File: src/sv/jsc_pkg.sv
// ----------------------------------------------------------------------------
// jsc_pkg
// Types, constants and sequencer states of the Julia set pixel classifier.
// ----------------------------------------------------------------------------
package jsc_pkg;

	localparam int MAX_SIDE  = 1024;
	localparam int FRAC_BITS = 28;
	localparam int DEFAULT_ITERATIONS = 200;

	localparam int IDX_W  = 10;             // pixel index width
	localparam int SIDE_W = 11;             // side register width
	localparam int DEN_W  = 10;             // side minus one
	localparam int NMAG_W = 11;             // |2k - (side-1)|
	localparam int Q_W    = 32;             // Q4.28 value
	localparam int PROD_W = 36;             // signed product after shift
	localparam int DIV_W  = NMAG_W + FRAC_BITS;
	localparam int DIV_CNT_W = $clog2(DIV_W);
	localparam int ITER_W = 8;

	localparam int ADDR_W = 5;
	localparam logic [2:0] REG_NUM_ROWS   = 3'd0;
	localparam logic [2:0] REG_NUM_COLS   = 3'd1;
	localparam logic [2:0] REG_C_REAL     = 3'd2;
	localparam logic [2:0] REG_C_IMAG     = 3'd3;
	localparam logic [2:0] REG_ITERATIONS = 3'd4;

	localparam logic [SIDE_W-1:0] RST_NUM_ROWS = 11'd25;
	localparam logic [SIDE_W-1:0] RST_NUM_COLS = 11'd40;
	localparam logic [Q_W-1:0]    RST_C_REAL   = 32'd26843546;
	localparam logic [Q_W-1:0]    RST_C_IMAG   = 32'd222801428;
	localparam logic [ITER_W-1:0] RST_ITERATIONS = ITER_W'(DEFAULT_ITERATIONS);

	typedef struct packed {
		logic [IDX_W-1:0] row;
		logic [IDX_W-1:0] column;
	} pix_t;

	typedef struct packed {
		logic inside_res;
		logic row_end;
	} res_t;

	typedef struct packed {
		logic              start;
		logic              neg;
		logic [NMAG_W-1:0] num_mag;
		logic [DEN_W-1:0]  den;
	} div_req_t;

	typedef struct packed {
		logic           done;
		logic [Q_W-1:0] quo;
	} div_rsp_t;

	typedef enum logic [2:0] {
		ST_IDLE,
		ST_DIV_COL,
		ST_DIV_ROW,
		ST_MUL_RR,
		ST_MUL_II,
		ST_MUL_RI,
		ST_UPDATE,
		ST_FINISH
	} state_t;

endpackage

File: src/sv/jsc_div.sv
// ----------------------------------------------------------------------------
// jsc_div
// Serial restoring divider for the start point, one quotient bit per cycle.
// ----------------------------------------------------------------------------
module jsc_div (
	input  logic            clk,
	input  logic            arst_n,
	input  jsc_pkg::div_req_t req,
	output jsc_pkg::div_rsp_t rsp
);
	import jsc_pkg::*;

	logic                 busy_q;
	logic                 done_q;
	logic                 neg_q;
	logic [DIV_CNT_W-1:0] cnt_q;
	logic [DIV_W-1:0]     dvd_q;
	logic [DIV_W-1:0]     quo_q;
	logic [DEN_W-1:0]     rem_q;
	logic [DEN_W-1:0]     den_q;

	logic [DEN_W:0]   trial;
	logic [DEN_W+1:0] diff;
	logic             ge;
	logic             sat_pos;
	logic             sat_neg;

	assign trial = {rem_q, dvd_q[DIV_W-1]};
	assign diff  = {1'b0, trial} - {2'b00, den_q};
	assign ge    = ~diff[DEN_W+1];

	always_ff @(posedge clk or negedge arst_n) begin
		if (!arst_n) begin
			busy_q <= 1'b0;
			done_q <= 1'b0;
			cnt_q  <= '0;
		end else begin
			done_q <= 1'b0;
			if (req.start) begin
				busy_q <= 1'b1;
				cnt_q  <= DIV_CNT_W'(DIV_W - 1);
			end else if (busy_q) begin
				cnt_q <= cnt_q - 1'b1;
				if (cnt_q == '0) begin
					busy_q <= 1'b0;
					done_q <= 1'b1;
				end
			end
		end
	end

	always_ff @(posedge clk) begin
		if (req.start) begin
			dvd_q <= {req.num_mag, {FRAC_BITS{1'b0}}};
			quo_q <= '0;
			rem_q <= '0;
			den_q <= req.den;
			neg_q <= req.neg;
		end else if (busy_q) begin
			dvd_q <= {dvd_q[DIV_W-2:0], 1'b0};
			quo_q <= {quo_q[DIV_W-2:0], ge};
			rem_q <= ge ? diff[DEN_W-1:0] : trial[DEN_W-1:0];
		end
	end

	// Saturate the truncated quotient to the Q4.28 range.
	assign sat_pos = |quo_q[DIV_W-1:Q_W-1];
	assign sat_neg = (|quo_q[DIV_W-1:Q_W]) || (quo_q[Q_W-1] && (|quo_q[Q_W-2:0]));

	always_comb begin
		rsp.done = done_q;
		if (neg_q) begin
			rsp.quo = sat_neg ? {1'b1, {(Q_W-1){1'b0}}} : (~quo_q[Q_W-1:0] + 1'b1);
		end else begin
			rsp.quo = sat_pos ? {1'b0, {(Q_W-1){1'b1}}} : quo_q[Q_W-1:0];
		end
	end

endmodule

File: src/sv/julia_set_pixel_classifier.sv
// ----------------------------------------------------------------------------
// julia_set_pixel_classifier
// Escape-time classifier: maps a pixel to z, iterates z = z*z - c in Q4.28.
// ----------------------------------------------------------------------------
//
//  channel | direction | handshake              | payload
//  --------+-----------+------------------------+---------------------------
//  pix     | in        | pix_valid / pix_ready  | row, column
//  res     | out       | res_valid / res_ready  | inside_res, row_end
//  apb     | in        | psel, penable, pready  | paddr, pwdata, prdata
//
//  One item runs two serial divisions for the start point, then per
//  iteration the steps zr*zr, zi*zi, zr*zi on the one shared 32x32
//  multiplier and, unless the pixel escapes or the count runs out,
//  the update. pix_ready is high only while no item is in flight. A
//  finished result waits in the output register, so the next item is
//  taken while res_ready is held low.
//  Reset loads the default image size, c and iteration count.
//
module julia_set_pixel_classifier (
	input  logic                       clk,
	input  logic                       arst_n,
	input  logic                       pix_valid,
	output logic                       pix_ready,
	input  jsc_pkg::pix_t              pix,
	output logic                       res_valid,
	input  logic                       res_ready,
	output jsc_pkg::res_t              res,
	input  logic                       psel,
	input  logic                       penable,
	input  logic                       pwrite,
	input  logic [jsc_pkg::ADDR_W-1:0] paddr,
	input  logic [31:0]                pwdata,
	output logic [31:0]                prdata,
	output logic                       pready
);
	import jsc_pkg::*;

	localparam logic signed [PROD_W:0] FOUR = (PROD_W+1)'(4) <<< FRAC_BITS;

	// Clamp a side register to [2, MAX_SIDE].
	function automatic logic [SIDE_W-1:0] clamp_side(input logic [SIDE_W-1:0] s);
		if (s < SIDE_W'(2)) begin
			return SIDE_W'(2);
		end
		if (s > SIDE_W'(MAX_SIDE)) begin
			return SIDE_W'(MAX_SIDE);
		end
		return s;
	endfunction

	// Saturate a wide sum to the Q4.28 range.
	function automatic logic [Q_W-1:0] sat_q(input logic signed [PROD_W+1:0] v);
		if (v > $signed({{(PROD_W+2-Q_W){1'b0}}, {1'b0, {(Q_W-1){1'b1}}}})) begin
			return {1'b0, {(Q_W-1){1'b1}}};
		end
		if (v < $signed({{(PROD_W+2-Q_W){1'b1}}, {1'b1, {(Q_W-1){1'b0}}}})) begin
			return {1'b1, {(Q_W-1){1'b0}}};
		end
		return v[Q_W-1:0];
	endfunction

	// Configuration registers.
	logic [SIDE_W-1:0] num_rows_q;
	logic [SIDE_W-1:0] num_cols_q;
	logic [Q_W-1:0]    c_real_q;
	logic [Q_W-1:0]    c_imag_q;
	logic [ITER_W-1:0] iterations_q;

	logic       cfg_wr;
	logic [2:0] cfg_idx;

	assign pready  = 1'b1;
	assign cfg_wr  = psel & penable & pwrite;
	assign cfg_idx = paddr[ADDR_W-1:2];

	always_ff @(posedge clk or negedge arst_n) begin
		if (!arst_n) begin
			num_rows_q   <= RST_NUM_ROWS;
			num_cols_q   <= RST_NUM_COLS;
			c_real_q     <= RST_C_REAL;
			c_imag_q     <= RST_C_IMAG;
			iterations_q <= RST_ITERATIONS;
		end else if (cfg_wr) begin
			case (cfg_idx)
				REG_NUM_ROWS:   num_rows_q   <= pwdata[SIDE_W-1:0];
				REG_NUM_COLS:   num_cols_q   <= pwdata[SIDE_W-1:0];
				REG_C_REAL:     c_real_q     <= pwdata[Q_W-1:0];
				REG_C_IMAG:     c_imag_q     <= pwdata[Q_W-1:0];
				REG_ITERATIONS: iterations_q <= pwdata[ITER_W-1:0];
				default: ;
			endcase
		end
	end

	always_comb begin
		case (cfg_idx)
			REG_NUM_ROWS:   prdata = {{(32-SIDE_W){1'b0}}, num_rows_q};
			REG_NUM_COLS:   prdata = {{(32-SIDE_W){1'b0}}, num_cols_q};
			REG_C_REAL:     prdata = c_real_q;
			REG_C_IMAG:     prdata = c_imag_q;
			REG_ITERATIONS: prdata = {{(32-ITER_W){1'b0}}, iterations_q};
			default:        prdata = '0;
		endcase
	end

	// Effective sides and their denominators.
	logic [SIDE_W-1:0] h_side;
	logic [SIDE_W-1:0] w_side;
	logic [SIDE_W-1:0] h_m1;
	logic [SIDE_W-1:0] w_m1;

	assign h_side = clamp_side(num_rows_q);
	assign w_side = clamp_side(num_cols_q);
	assign h_m1   = h_side - 1'b1;
	assign w_m1   = w_side - 1'b1;

	// Sequencer and datapath registers.
	state_t state_q, state_d;

	logic                     accept;
	logic [IDX_W-1:0]         row_q;
	logic                     row_end_q;
	logic                     inside_q;
	logic signed [Q_W-1:0]    zr_q;
	logic signed [Q_W-1:0]    zi_q;
	logic signed [PROD_W-1:0] rr_q;
	logic signed [PROD_W-1:0] ii_q;
	logic signed [PROD_W-1:0] ri_q;
	logic [ITER_W-1:0]        cnt_q;
	logic                     res_valid_q;
	res_t                     res_q;

	div_req_t div_req;
	div_rsp_t div_rsp;

	logic                  escape;
	logic                  last_iter;
	logic                  out_free;
	logic signed [PROD_W:0] mag_sum;

	assign accept   = pix_valid & pix_ready;
	assign mag_sum  = {rr_q[PROD_W-1], rr_q} + {ii_q[PROD_W-1], ii_q};
	assign escape   = mag_sum >= FOUR;
	assign last_iter = (cnt_q == iterations_q);
	assign out_free = ~res_valid_q | res_ready;

	always_ff @(posedge clk or negedge arst_n) begin
		if (!arst_n) begin
			state_q <= ST_IDLE;
		end else begin
			state_q <= state_d;
		end
	end

	always_comb begin
		state_d   = state_q;
		pix_ready = 1'b0;
		case (state_q)
			ST_IDLE: begin
				pix_ready = 1'b1;
				if (pix_valid) begin
					state_d = ST_DIV_COL;
				end
			end
			ST_DIV_COL: begin
				if (div_rsp.done) begin
					state_d = ST_DIV_ROW;
				end
			end
			ST_DIV_ROW: begin
				if (div_rsp.done) begin
					state_d = ST_MUL_RR;
				end
			end
			ST_MUL_RR: state_d = ST_MUL_II;
			ST_MUL_II: state_d = ST_MUL_RI;
			ST_MUL_RI: begin
				// Test |z|^2 while the cross product is formed.
				if (escape || last_iter) begin
					state_d = ST_FINISH;
				end else begin
					state_d = ST_UPDATE;
				end
			end
			ST_UPDATE: state_d = ST_MUL_RR;
			ST_FINISH: begin
				if (out_free) begin
					state_d = ST_IDLE;
				end
			end
			default: state_d = ST_IDLE;
		endcase
	end

	// Start point requests: column first, then row.
	logic [IDX_W-1:0]  div_k;
	logic [DEN_W-1:0]  div_den;
	logic [NMAG_W:0]   div_n;

	always_comb begin
		if (state_q == ST_IDLE) begin
			div_k   = pix.column;
			div_den = w_m1[DEN_W-1:0];
		end else begin
			div_k   = row_q;
			div_den = h_m1[DEN_W-1:0];
		end
		div_n = {1'b0, div_k, 1'b0} - {2'b00, div_den};
		div_req.start   = accept || (state_q == ST_DIV_COL && div_rsp.done);
		div_req.neg     = div_n[NMAG_W];
		div_req.num_mag = div_n[NMAG_W] ? (~div_n[NMAG_W-1:0] + 1'b1)
		                                : div_n[NMAG_W-1:0];
		div_req.den     = div_den;
	end

	jsc_div u_div (
		.clk    (clk),
		.arst_n (arst_n),
		.req    (div_req),
		.rsp    (div_rsp)
	);

	// Shared multiplier: magnitudes, product, shift, restore sign.
	logic signed [Q_W-1:0]    mul_a;
	logic signed [Q_W-1:0]    mul_b;
	logic [Q_W-1:0]           mag_a;
	logic [Q_W-1:0]           mag_b;
	logic [2*Q_W-1:0]         mul_full;
	logic [PROD_W-1:0]        mul_shr;
	logic signed [PROD_W-1:0] mul_res;

	always_comb begin
		case (state_q)
			ST_MUL_RR: begin
				mul_a = zr_q;
				mul_b = zr_q;
			end
			ST_MUL_II: begin
				mul_a = zi_q;
				mul_b = zi_q;
			end
			default: begin
				mul_a = zr_q;
				mul_b = zi_q;
			end
		endcase
		mag_a    = mul_a[Q_W-1] ? (~mul_a + 1'b1) : mul_a;
		mag_b    = mul_b[Q_W-1] ? (~mul_b + 1'b1) : mul_b;
		mul_full = mag_a * mag_b;
		mul_shr  = {1'b0, mul_full[FRAC_BITS +: PROD_W-1]};
		mul_res  = (mul_a[Q_W-1] ^ mul_b[Q_W-1]) ? $signed(~mul_shr + 1'b1)
		                                         : $signed(mul_shr);
	end

	// Next z from the registered products.
	logic signed [PROD_W+1:0] zr_wide;
	logic signed [PROD_W+1:0] zi_wide;

	assign zr_wide = {{2{rr_q[PROD_W-1]}}, rr_q} - {{2{ii_q[PROD_W-1]}}, ii_q}
	               - {{(PROD_W+2-Q_W){c_real_q[Q_W-1]}}, c_real_q};
	assign zi_wide = {ri_q[PROD_W-1], ri_q, 1'b0}
	               - {{(PROD_W+2-Q_W){c_imag_q[Q_W-1]}}, c_imag_q};

	always_ff @(posedge clk) begin
		case (state_q)
			ST_IDLE: begin
				if (accept) begin
					row_q     <= pix.row;
					row_end_q <= (pix.column == w_m1[IDX_W-1:0]);
				end
			end
			ST_DIV_COL: begin
				if (div_rsp.done) begin
					zr_q <= div_rsp.quo;
				end
			end
			ST_DIV_ROW: begin
				if (div_rsp.done) begin
					zi_q  <= div_rsp.quo;
					cnt_q <= '0;
				end
			end
			ST_MUL_RR: rr_q <= mul_res;
			ST_MUL_II: ii_q <= mul_res;
			ST_MUL_RI: begin
				ri_q     <= mul_res;
				inside_q <= ~escape;
			end
			ST_UPDATE: begin
				zr_q  <= sat_q(zr_wide);
				zi_q  <= sat_q(zi_wide);
				cnt_q <= cnt_q + 1'b1;
			end
			default: ;
		endcase
	end

	// Output register: hold the result until taken.
	always_ff @(posedge clk or negedge arst_n) begin
		if (!arst_n) begin
			res_valid_q <= 1'b0;
		end else if (state_q == ST_FINISH && out_free) begin
			res_valid_q <= 1'b1;
		end else if (res_ready) begin
			res_valid_q <= 1'b0;
		end
	end

	always_ff @(posedge clk) begin
		if (state_q == ST_FINISH && out_free) begin
			res_q.inside_res <= inside_q;
			res_q.row_end    <= row_end_q;
		end
	end

	assign res_valid = res_valid_q;
	assign res       = res_q;

endmodule

File: config.mk
export PLATFORM = sky130hd
export DESIGN_NAME = julia_set_pixel_classifier
export DESIGN_NICKNAME = d
export VERILOG_FILES = /design/src/sv/jsc_pkg.sv /design/src/sv/jsc_div.sv /design/src/sv/julia_set_pixel_classifier.sv
export SDC_FILE = /design/constraint.sdc
export NUM_CORES = 2
export LEC_CHECK = 0
export ABC_AREA = 0
export BUFFER_PORTS_ARGS = -buffer_cell sky130_fd_sc_hd__buf_4
export CAP_MARGIN = 15
export CELL_PAD_IN_SITES_DETAIL_PLACEMENT = 0
export CELL_PAD_IN_SITES_GLOBAL_PLACEMENT = 1
export CORE_UTILIZATION = 35
export CTS_CLUSTER_DIAMETER = 120
export DETAILED_ROUTE_END_ITERATION = 10
export GPL_TIMING_DRIVEN = 0
export PLACE_DENSITY = 0.6
export SETUP_SLACK_MARGIN = 0.3
export SLEW_MARGIN = 10
export SYNTH_ARGS = -nofsm -noshare
export SYNTH_HDL_FRONTEND = slang
export SYNTH_SLANG_ARGS = --single-unit
File: constraint.sdc
create_clock -name clk -period 11.8 [get_ports clk]
set_clock_uncertainty 0.2 [all_clocks]
set_input_delay 1.18 -clock clk [delete_from_list [all_inputs] [get_ports clk]]
set_output_delay 1.18 -clock clk [all_outputs]
set_load 0.05 [all_outputs]
; Word-level counts from Yosys, hierarchy flattened
; Index checks and enable logic that the tools add are counted.
[word_totals]
wordCells = 175
inputBits = 64
output_inout_bits = 37
reg_bits = 371
mem_bits_rw = 0
memories = 0
latch_bits = 0
mem_bits_ro = 0
[classes]
order_cmp = 9
bitwise = 13
n_mux = 69
add_sub_neg = 15
multipliers = 1
n_reduce_logical = 25
div = 0
shift = 0
n_eq_ne = 17
[op_table]
columns = cell, count
row1 = two-way mux 32 bit, 16
row2 = case mux 32 bit (5 select lines), 1
row3 = case mux 32 bit (2 select lines), 2
row4 = two-way mux 10 bit, 11
row5 = "adder 32 x 1 -> 32 bit, second input constant", 3
row6 = NOT 32 bit, 3
row7 = two-way mux 39 bit, 2
row8 = "> comparator 38 x 32 -> 1 bit, second input constant", 2
row9 = "less-than comparator 38 x 32 -> 1 bit, second input constant", 2
row10 = subtractor 37 x 32 -> 38 bit, 2
row11 = multiplier 32 x 32 -> 63 bit, 1
row12 = adder 36 x 36 -> 37 bit, 1
row13 = "greater-or-equal comparator 37 x 32 -> 1 bit, second input constant", 1
row14 = subtractor 36 x 36 -> 37 bit, 1
row15 = "adder 36 x 1 -> 36 bit, second input constant", 1
row16 = two-way mux 36 bit, 1
row17 = NOT 35 -> 36 bit, 1
row18 = OR reduction 31 bit, 1
row19 = two-way mux 1 bit, 26
row20 = case mux 3 bit (8 select lines), 1
row21 = subtractor 11 x 10 -> 12 bit, 2
row22 = "> comparator 11 bit, second input constant", 2
row23 = "less-than comparator 11 x 2 -> 1 bit, second input constant", 2
row24 = "subtractor 10 x 1 -> 10 bit, second input constant", 2
row25 = other kinds (29), 62

; Longest topological paths before layout
[depth]
ltp_word = 12
depth_mapped = 53

; By module
; A second synthesis with hierarchy kept.
[unflattened]
hier_cells = 6583
area_unflattened_um2 = 58751.3
[modules_own_cells]
columns = module, cells_per_inst, n_inst, area_per_inst_um2
row1 = julia_set_pixel_classifier, 6047, 1, 53925.5
row2 = jsc_div, 536, 1, 4825.9

; Worst setup path before layout
; No wires, ideal clock.
[synth_path]
kind = reg2reg
start = reg state_q[0]
end = reg ii_q[33], data pin
setup_time_ps = 271
t_required_ps = 11329
synth_period_minus_slack_ps = 12876
t_arrival_ps = 12405
path_stages_with_launch = 47
setup_slack_ps = -1076
path_cell_list = dfrtp_1 or3b_1 buf_4 inv_2 buf_1 buf_2 buf_1 buf_2 buf_2 mux2i_1 ha_1 nand4_1 nor2_1 o211ai_1 nor4_1 and3_1 a21oi_1 xor2_1 [... 11 more ...] inv_1 fa_1 inv_1 ha_1 clkbuf_1 a21o_1 a31o_2 a221oi_1 o21ai_0 a21oi_2 o31ai_1 a211o_1 a211oi_1 nand3_1 and3b_1 buf_2 a31oi_1 xor2_1
[synth_via]
elab_chain_cells = 9
elab_cells_between_ends = 15
[synth_lines]
columns = element, line_no
row1 = "start, declared", julia_set_pixel_classifier.sv:119  ; state_t state_q, state_d;
row2 = "start signal, assigned", julia_set_pixel_classifier.sv:152  ; state_q <= state_d;
row3 = equality test 3 bit or equality test 3 x 2 -> 1 bit (tied branches), julia_set_pixel_classifier.sv:234  ; case (state_q)
row4 = two-way mux 32 bit, julia_set_pixel_classifier.sv:234
row5 = "NOT 32 bit, on equally long branches", "julia_set_pixel_classifier.sv:248, julia_set_pixel_classifier.sv:249"
row6 = "adder 32 x 1 -> 32 bit, on equally long branches", "julia_set_pixel_classifier.sv:248, julia_set_pixel_classifier.sv:249"
row7 = "two-way mux 32 bit, on equally long branches", "julia_set_pixel_classifier.sv:248, julia_set_pixel_classifier.sv:249"
row8 = multiplier 32 x 32 -> 63 bit, julia_set_pixel_classifier.sv:250  ; mul_full = mag_a * mag_b;
row9 = NOT 35 -> 36 bit, julia_set_pixel_classifier.sv:252  ; mul_res = (mul_a[Q_W-1] ^ mul_b[Q_W-1]) ? $signed(~mul_shr + 1'b1)
row10 = adder 36 x 1 -> 36 bit, julia_set_pixel_classifier.sv:252
row11 = two-way mux 36 bit (*), julia_set_pixel_classifier.sv:252
row12 = via mul_res[33], julia_set_pixel_classifier.sv:231  ; logic signed [PROD_W-1:0] mul_res;
row13 = "end signal, assigned", julia_set_pixel_classifier.sv:285  ; ST_MUL_II: ii_q <= mul_res;
row14 = "end, declared", julia_set_pixel_classifier.sv:128  ; logic signed [PROD_W-1:0] ii_q;
; Mark *: on every way through the listed nets, which the timed path passes. The rest lies on a longest branch.
; A chain may end at the register's enable or synchronous reset.

; Final worst setup path
[layout_path]
start = reg state_q[1]
end = reg ri_q[29], data pin
[layout_via]
elab_chain_cells = 9
elab_cells_between_ends = 15
[layout_lines]
columns = element, line_no
row1 = equality test 3 bit or equality test 3 x 2 -> 1 bit (tied branches), julia_set_pixel_classifier.sv:234
row2 = two-way mux 32 bit, julia_set_pixel_classifier.sv:234
row3 = "NOT 32 bit, on equally long branches", "julia_set_pixel_classifier.sv:248, julia_set_pixel_classifier.sv:249"
row4 = "adder 32 x 1 -> 32 bit, on equally long branches", "julia_set_pixel_classifier.sv:248, julia_set_pixel_classifier.sv:249"
row5 = "two-way mux 32 bit, on equally long branches", "julia_set_pixel_classifier.sv:248, julia_set_pixel_classifier.sv:249"
row6 = multiplier 32 x 32 -> 63 bit, julia_set_pixel_classifier.sv:250
row7 = NOT 35 -> 36 bit, julia_set_pixel_classifier.sv:252
row8 = adder 36 x 1 -> 36 bit, julia_set_pixel_classifier.sv:252
row9 = two-way mux 36 bit (*), julia_set_pixel_classifier.sv:252
row10 = via mul_res[29], julia_set_pixel_classifier.sv:231
row11 = "end signal, assigned", julia_set_pixel_classifier.sv:287  ; ri_q <= mul_res;
row12 = "end, declared", julia_set_pixel_classifier.sv:129  ; logic signed [PROD_W-1:0] ri_q;
; Marks and branches as above.

==> impl_metrics.csv <==
group,metric,value,unit
status,status,"complete, but fails checks",
status,violations,"setup timing",
clocking,cts_buffers,38,
sta,final_max_slew_viol_count,0,
clocking,clock-sinks,371,
layout,fin_cells,9283,
global_route,grt_use_total,28.04,%
setup_path,crit_path_top_delay_cell,"fa_1",
global_route,antenna_found_initial,7,
placement,portBuffers,96,
sta,fmax,82.83,MHz
synthesis,ys_types,102,
clocking,cts_max_level,2,
global_route,grt_pass1_vias,50412,
floorplanning,die_y,411.1,µm
placement,gp_congestion,0.9888,
setup_path,critPathRequiredTime,11910,ps
detailed_routing,avgRoutedWirePerCell,25.57,µm
sta,hold_viol,0,
sta,rsz0062_at_grt,"yes",
synthesis,syn_nets,7998,
layout,fin_nets,8455,
layout,fillers,16439,
clocking,cts_tree,"yes",
clocking,insertion_delay,560,ps
floorplanning,fp.dieW,411.1,µm
synthesis,avgSynthCellArea,8.865,µm²
setup_path,crit_family,"adder cells",
synthesis,synth.area.top_cells,"fa_1 (32%), edfxtp_1 (11%), ha_1 (8.4%)",
synthesis,synth_top_area_cell,"fa_1",
global_route,overflow,0,
layout,area_growth,21.12,%
sta,whs,282.2,ps
detailed_routing,via_count,49549,
setup_path,arrival,12180,ps
sta,fin_crit_sh,102.3,%
floorplanning,fp-row-count,149,
setup_path,cp-start-kind,"register",
synthesis,synthFlopType,"edfxtp_1",
placement,dp_cells,8924,
detailed_routing,drt_first_iter_violations,4240,
synthesis,ys_warn_count,0,
setup_path,crit_type,"reg2reg",
sta,setup_viol,44,
setup_path,r2r_slack,-270,ps
setup_path,critPathBufInv,12,
global_route,grt_pass1_wl,347000,µm
detailed_routing,dr.pass1.iters,5,
synthesis,postSynthCellCount,6606,
placement,place_worst_setup_slack,-4234,ps
clocking,postCtsHoldBufs,0,
synthesis,ys_seq_area_share,17.35,%
detailed_routing,antenna_left,0,
clocking,cts_buffer_depth,3,
sta,fin_ws,-272.4,ps
clocking,root_buffer,"clkbuf_16",
global_route,grt_max_degree,83,
floorplanning,ioPinCount,101,
synthesis,async_flop_share,28.57,%
detailed_routing,drc,0,
sta,slew_headroom,15.99,%
synthesis,synth_edf_count,216,
placement,dpl.hpwl,193500,µm
setup_path,cp_slowest_stage_delay,630,ps
setup_path,end_kind,"register",
setup_path,critPathMaxFanout,6,
sta,worstMarginPinSlew,1260,ps
layout,drive_gt1_share,16.84,%
synthesis,ys_ff_latch,371,
sta,min_period,12070,ps
floorplanning,core-area,0.1655,mm²
job,max_cap_violations,0,
synthesis,synth_area,0.05856,mm²
floorplanning,start_util,35.38,%
min_path,hp-class,"in2async",
detailed_routing,finalWirelength,237400,µm
floorplanning,dieArea,0.1690,mm²
setup_path,crit_path_frequent_cell,"fa_1",
synthesis,synth.top_cell.area_share,31.93,%
detailed_routing,via_per_inst,5.338,
clocking,clkTransAtPathRegs,70,ps
sta,finalSetupTns,-7966,ps
## cell type report
class,count,area (µm²),share of cell area [%]
Timing Repair Buffer,417,3777,5.325
Sequential cell,371,10170,14.33
Clock inverter,24,165.2,0.2328
Multi-Input combinational cell,4843,46510,65.58
Inverter,1095,4121,5.810
Buffer,297,2394,3.374
Clock buffer,44,1047,1.476
Antenna cell,3,7.507,0.01058
Tap cell,2189,2739,3.861
## cells in the final DEF, fill, tap and decap left out, types with 35 or more instances in the layout
master     instances
buf_6             66
fa_1             899
edfxtp_1         216
clkbuf_16         66
nand4_1           38
dfstp_2           35
xor2_1            63
clkbuf_2          59
xnor2_1           88
o21a_1            42
nor2_1           728
ha_1             378
fa_2              35
a21oi_1          270
mux2i_1          128
nand2b_1          45
nand2_1          807
buf_4            325
nand3_1           56
clkbuf_1         127
xor2_2            42
inv_1           1063
nor3_1            83
a21o_1            94
o21ai_0          220
dfrtp_1           68
xnor2_2           48
dfxtp_1           49
## Yosys cell counts, types with 128 or more instances
library cell and instances:
inv_1 1090, ha_1 394, xnor2_1 161, o21ai_0 240, fa_1 934, a21oi_1 297
xor2_1 128, edfxtp_1 216, mux2i_1 141, clkbuf_1 269, nor2_1 757, nand2_1 830
## final timing paths
kind | end | startpoint | cells after the start
min in group clk | res[0]$_DFFE_PP_ | row_end_q$_DFFE_PP_ | 0
min | c_imag_q[30]$_DFFE_PN0P_ | arst_n | 1
min reg2reg | res[0]$_DFFE_PP_ | row_end_q$_DFFE_PP_ | 0
max in group asynchronous | state_q[2]$_DFFE_PN0P_ | arst_n | 2
max | ri_q[29]$_DFFE_PP_ | state_q[1]$_DFFE_PN0P_ | 40
max reg2reg | ri_q[29]$_DFFE_PP_ | state_q[1]$_DFFE_PN0P_ | 40
## what timing repair did
item                                   in CTS  in global routing
pin swaps                                 209                116
setup endpoints to repair                 108                102
gates cloned                                3                  0
gates resized for setup                   716                224
setup buffers                             213                 71
endpoints found under the hold margin       0                  0
## per-stage QoR
step / area, µm² / utilization [%]
6_report: 70930 / 42.85
5_1_grt: 70930 / 42.84
4_1_cts: 69270 / 41.84
3_5_place_dp: 62900 / 37.99
3_3_place_gp: 62220 / 37.59
2_1_floorplan: 58760 / -
## worst register-to-register path, delay by kind of cell, from the launching register on
kind | cells | cell delay (ps)
compound gates | 5 | 1710
xor+xnor | 2 | 380
fa+ha+maj | 9 | 4580
buf+inv | 12 | 2040
flops | 1 | 430
simple gates | 12 | 2470
## flip-flops by register name (all words and copies together), names as in the netlist, 10 cells and up
signal,cells
zi_q,32
c_real_q,32
num_rows_q,11
u_div.quo_q,39
u_div.den_q,10
zr_q,32
ii_q,36
c_imag_q,32
rr_q,36
u_div.rem_q,10
u_div.dvd_q,11
num_cols_q,11
row_q,10
ri_q,36
## kinds of logic (layout without fill, tap and decap cells)
| logic type | Yosys count | count (layout) | synth area share (%) |
|---|---|---|---|
| AND/OR/NAND/NOR | 2044 | 2044 | 15.03 |
| buffers and inverters | 1392 | 1877 | 8.975 |
| adder cells (fa/ha/maj) | 1328 | 1328 | 40.34 |
| AO/OA/AOI/OAI | 1002 | 1002 | 10.75 |
| flip-flops | 371 | 371 | 17.35 |
| XOR/XNOR | 290 | 290 | 4.350 |
| multiplexers | 178 | 178 | 3.185 |
| other | 1 | 4 | 0.006403 |
## per-layer routing
metal  GRT usage, %  part of all wire [%]  routed length, µm
met1          38.61                    43             102100
met2          44.67                    45             107700
met3          3.341                   6.7              15820
met4          11.51                   4.9              11710
met5              0                     0                  0
Power is not shown: default switching activity piles up to over one toggle a cycle in this logic, so the estimate is an artifact.
